<file path="src/rtl/mlpl_pkg.sv">
// Package of the multilevel IPv6 prefix lookup block.
// Holds table geometry, field widths, level and kind codes and the control structs.
// Has no dependencies; every other file of the block but mlpl_ram imports it.
`timescale 1ns / 1ps

package mlpl_pkg;

  localparam int unsigned TABLE_INDEX_BITS = 16;
  localparam int unsigned HOP_BITS = 16;

  localparam int unsigned ADDR_BITS = 64;
  localparam int unsigned SEL_BITS = 3;
  localparam int unsigned WIDX_BITS = 16;
  localparam int unsigned VALUE_BITS = 16;
  localparam int unsigned ENTRY_BITS = VALUE_BITS + 1;
  localparam int unsigned LEVEL_BITS = 3;
  localparam int unsigned NUM_LEVELS = 6;
  localparam int unsigned WIDE_BITS = 32;

  localparam int unsigned IN_DATA_BITS = 104;
  localparam int unsigned OUT_DATA_BITS = 24;

  localparam int unsigned TABLE_DEPTH = 1 << TABLE_INDEX_BITS;
  localparam logic [WIDE_BITS-1:0] TABLE_DEPTH_W = WIDE_BITS'(TABLE_DEPTH);
  localparam logic [VALUE_BITS-1:0] HOP_MASK = VALUE_BITS'((32'd1 << HOP_BITS) - 32'd1);

  localparam logic KIND_LOOKUP = 1'b0;
  localparam logic KIND_WRITE = 1'b1;

  localparam logic [LEVEL_BITS-1:0] LVL_16 = 3'd0;
  localparam logic [LEVEL_BITS-1:0] LVL_24 = 3'd1;
  localparam logic [LEVEL_BITS-1:0] LVL_32 = 3'd2;
  localparam logic [LEVEL_BITS-1:0] LVL_40 = 3'd3;
  localparam logic [LEVEL_BITS-1:0] LVL_48 = 3'd4;
  localparam logic [LEVEL_BITS-1:0] LVL_64 = 3'd5;

  typedef struct packed {
    logic write;
    logic start;
    logic read;
    logic hit;
    logic advance;
    logic emit;
  } dp_cmd_t;

  typedef struct packed {
    logic start_err;
    logic done;
    logic child_err;
    logic out_busy;
  } dp_sts_t;

endpackage

</file>
<file path="src/rtl/mlpl_ctrl.sv">
// Controller state machine of the prefix lookup: sequences table writes and level walks.
// Depends on mlpl_pkg for the command and status structs and the kind codes.
`timescale 1ns / 1ps

module mlpl_ctrl (
  input  logic             clk_i,
  input  logic             rst_ni,
  input  logic             in_valid_i,
  input  logic             in_kind_i,
  output logic             in_ready_o,
  input  mlpl_pkg::dp_sts_t sts_i,
  output mlpl_pkg::dp_cmd_t cmd_o
);

  import mlpl_pkg::*;

  typedef enum logic [1:0] {
    ST_IDLE,
    ST_READ,
    ST_CHECK,
    ST_FINISH
  } state_e;

  state_e state_q;
  logic   accept;

  assign in_ready_o = (state_q == ST_IDLE);
  assign accept = in_valid_i && in_ready_o;

  always_comb begin
    cmd_o = '0;
    cmd_o.write = accept && (in_kind_i == KIND_WRITE);
    cmd_o.start = accept && (in_kind_i == KIND_LOOKUP);
    case (state_q)
      ST_READ: begin
        cmd_o.read = 1'b1;
      end
      ST_CHECK: begin
        cmd_o.hit = sts_i.done;
        cmd_o.advance = !sts_i.done;
      end
      ST_FINISH: begin
        cmd_o.emit = !sts_i.out_busy;
      end
      default: begin
      end
    endcase
  end

  always_ff @(posedge clk_i or negedge rst_ni) begin
    if (!rst_ni) begin
      state_q <= ST_IDLE;
    end else begin
      case (state_q)
        ST_IDLE: begin
          if (accept && (in_kind_i == KIND_LOOKUP)) begin
            state_q <= sts_i.start_err ? ST_FINISH : ST_READ;
          end
        end
        ST_READ: begin
          state_q <= ST_CHECK;
        end
        ST_CHECK: begin
          if (sts_i.done || sts_i.child_err) begin
            state_q <= ST_FINISH;
          end else begin
            state_q <= ST_READ;
          end
        end
        ST_FINISH: begin
          if (!sts_i.out_busy) begin
            state_q <= ST_IDLE;
          end
        end
        default: begin
          state_q <= ST_IDLE;
        end
      endcase
    end
  end

endmodule

</file>
<file path="config.mk">
export PLATFORM = sky130hd
export DESIGN_NAME = mlpl_ctrl
export DESIGN_NICKNAME = d
export VERILOG_FILES = /design/src/rtl/mlpl_pkg.sv /design/src/rtl/mlpl_ctrl.sv
export SDC_FILE = /design/constraint.sdc
export NUM_CORES = 1
export LEC_CHECK = 0
export BUFFER_PORTS_ARGS = -buffer_cell sky130_fd_sc_hd__clkbuf_2
export CAP_MARGIN = 20
export CORE_AREA = 2 2 39 41
export DETAILED_ROUTE_END_ITERATION = 7
export DIE_AREA = 0 0 41 43
export PLACE_DENSITY = 0.42
export SLEW_MARGIN = 30
export SYNTH_ARGS = -nofsm -noshare
export SYNTH_HDL_FRONTEND = slang
export SYNTH_SLANG_ARGS = --single-unit
export TNS_END_PERCENT = 30
</file>
<file path="constraint.sdc">
create_clock -name clk_i -period 1.3 [get_ports clk_i]
set_clock_uncertainty 0.2 [all_clocks]
set_input_delay 0.26 -clock clk_i [delete_from_list [all_inputs] [get_ports clk_i]]
set_output_delay 0.26 -clock clk_i [all_outputs]
set_load 0.02 [all_outputs]
</file>
==> out/qor.csv <==
metric;value;unit
cp-end-kind;output pin;
die_x;41;um
grt_use_total;7.72;%
largest_registers;state_q (2);
maxCapViolations;0;
fin_ws;-0.297;ns
final_nets;51;
hold_viol;0;
rsz0062_at_grt;yes;
yosys_warnings;0;
synth_area_leader_cell;dfrtp_1;
wire_per_inst;8.95;um
synth_cell_types;12;
internal-power;502;uW
syn_to_final_growth;163;%
clock.fmax;626;MHz
cp.arrival;1.14;ns
grt_pass1_vias;225;
cts_tree;built;
synth_area;149;um^2
place_area;274;um^2
grt_first_pass_wirelength;883;um
gp_congestion;0.601;
post-route-cell-area;392;um^2
wirelength;510;um
power.density;2030;mW/mm^2
die_area;0.00176;mm^2
antenna_left;0;
max_slew_margin;87.9;%
syn_area_per_cell;9.93;um^2
min_period;1.60;ns
grt_max_degree;9;
worstSkewPairLatency;0.22;ns
switchingPower;294;uW
setup_viol;8;
dp_cells;48;
clock_path_buffers;2;
period_share;123;%
drc_errors;0;
r2r_start;state_q[0]$_DFFE_PN0P_;
synth-seq-cells;2;
rows;14;
violations;negative setup slack;
final_cell_mix;buf_4 (10), clkbuf_2 (7), clkbuf_4 (4);
globalRouteOverflowTotal;0;
drive_gt1_share;80.5;%
crit_type;reg -> out;
antenna_found_initial;0;
cp_max_fo;8;
synth_seq_area_share;33.6;%
hold_class;in -> reg;
maxSlewViolCount;0;
io_buffers;14;
worst_pin_slew;0.182;ns
start_util;10.8;%
clkTransAtPathRegs;0.03;ns
combinationalPowerShare;60.6;%
cts_htree_levels;1;
layout_commonest_cell;buf_4;
boundaryPins;15;
pwr-share-seq;22.3;%
cts_made_buffers;3;
largest_register_ff_count;2;
synthTopCellsByArea;dfrtp_1 (34%), and3b_1 (12%), a221oi_2 (10%);
critPathLaunchType;flop;
reg2reg_slack;-0.06;ns
drtPass1Iterations;1;
critPathLaunch;state_q[0]$_DFFE_PN0P_;
fin_util;28.3;%
diodes;0;
largest_register;state_q;
worst_ir_drop_vdd;0.832;mV
worstHoldStart;sts_i[1];
clock-sinks;2;
coreArea;0.00138;mm^2
switching_share;36.9;%
netlist_instances;15;
yosysTopAreaCellShare;33.6;%
path_cells;buf_6 -> nor3_2 -> buf_4;
cts_root_buf;clkbuf_4;
cpPeakStageDelay;0.46;ns
fin_cells;57;
required;0.84;ns
dr.first_iter.drc_count;0;
num_vias;215;
fillerInstances;150;
tns;-1.70;ns
leakage;0.000195;uW
outcome;finished with violations;
syn_nets;23;
die_h;43;um
p_clk_share;17.1;%
worst_path_max_delay_cell;dfrtp_2;
viasPerCell;3.77;
synth_stat cells (all sizes together):
cell and instances:
nor2 1, nor2b 1, and3 1, and3b 2
nand3b 1, inv 1, nor3 1, nor3b 1
dfrtp 2, nand2b 2, o2bb2ai 1, a221oi 1
timing repair:
action                                  4_1_cts  5_1_grt
resized for setup                            11        8
pin swaps                                     1        2
hold endpoints to repair                      2        0
endpoints found under the setup margin        8        8
setup buffers                                 2        3
hold buffers                                  1        0
area by class of cell:
cell class / count / area (um^2) / area share (%)
timing repair buffer: 23 / 179 / 45.7
multi-input combinational: 12 / 114 / 29.1
sequential: 2 / 52.6 / 13.4
clock buffer: 3 / 22.5 / 5.75
tap: 16 / 20.0 / 5.11
inverter: 1 / 3.75 / 0.958
power by group through the flow:
stage	combinational [uW]	sequential, uW	clock [uW]
global placement	312	174	0
floorplan	190	156	0
CTS	395	179	147
global route	530	190	154
finish	483	178	136
detailed placement	309	174	0
critical path: cells and delay by family (launching register included):
family / cells / cell delay, ns
buffers and inverters: 2 / 0.30
DFF: 1 / 0.46
and+or+nand+nor: 1 / 0.15
cells by family (layout without fill, tap and decap cells):
kind of cell / after synthesis / after routing / synth area share (%)
compound gates: 2 / 2 / 16.0
flops: 2 / 2 / 33.6
simple gates: 10 / 10 / 47.9
buf+inv: 1 / 27 / 2.52
worst paths after layout:
kind                                     endpoint  cells past startpoint
hold / removal             state_q[1]$_DFFE_PN0P_                      3
setup reg to reg           state_q[1]$_DFFE_PN0P_                      5
setup / recovery                         cmd_o[4]                      3
hold reg to reg            state_q[0]$_DFFE_PN0P_                      1
min in group asynchronous  state_q[0]$_DFFE_PN0P_                      2
max in group asynchronous  state_q[1]$_DFFE_PN0P_                      2
stage by stage:
stage                     worst slack, ns  power [uW]  hold WS, ns
final                              -0.297         797       0.0553
after global routing               -0.342         874       0.0641
after detailed placement          -0.0856         483       -0.151
after floorplan                   -0.0938         346       -0.236
after global placement            -0.0935         487       -0.152
after CTS                          -0.291         720       0.0444
per-layer routing:
layer / global-route usage [%] / up-vias / wire [um]
met2: 9.38 / 15 / 219
met1: 10.3 / 93 / 216
met5: 0 / - / 0
met4: 8.00 / 0 / 0
met3: 1.57 / 0 / 74
li1: - / 107 / -
Note: power is estimated with default switching activity, not from simulation.
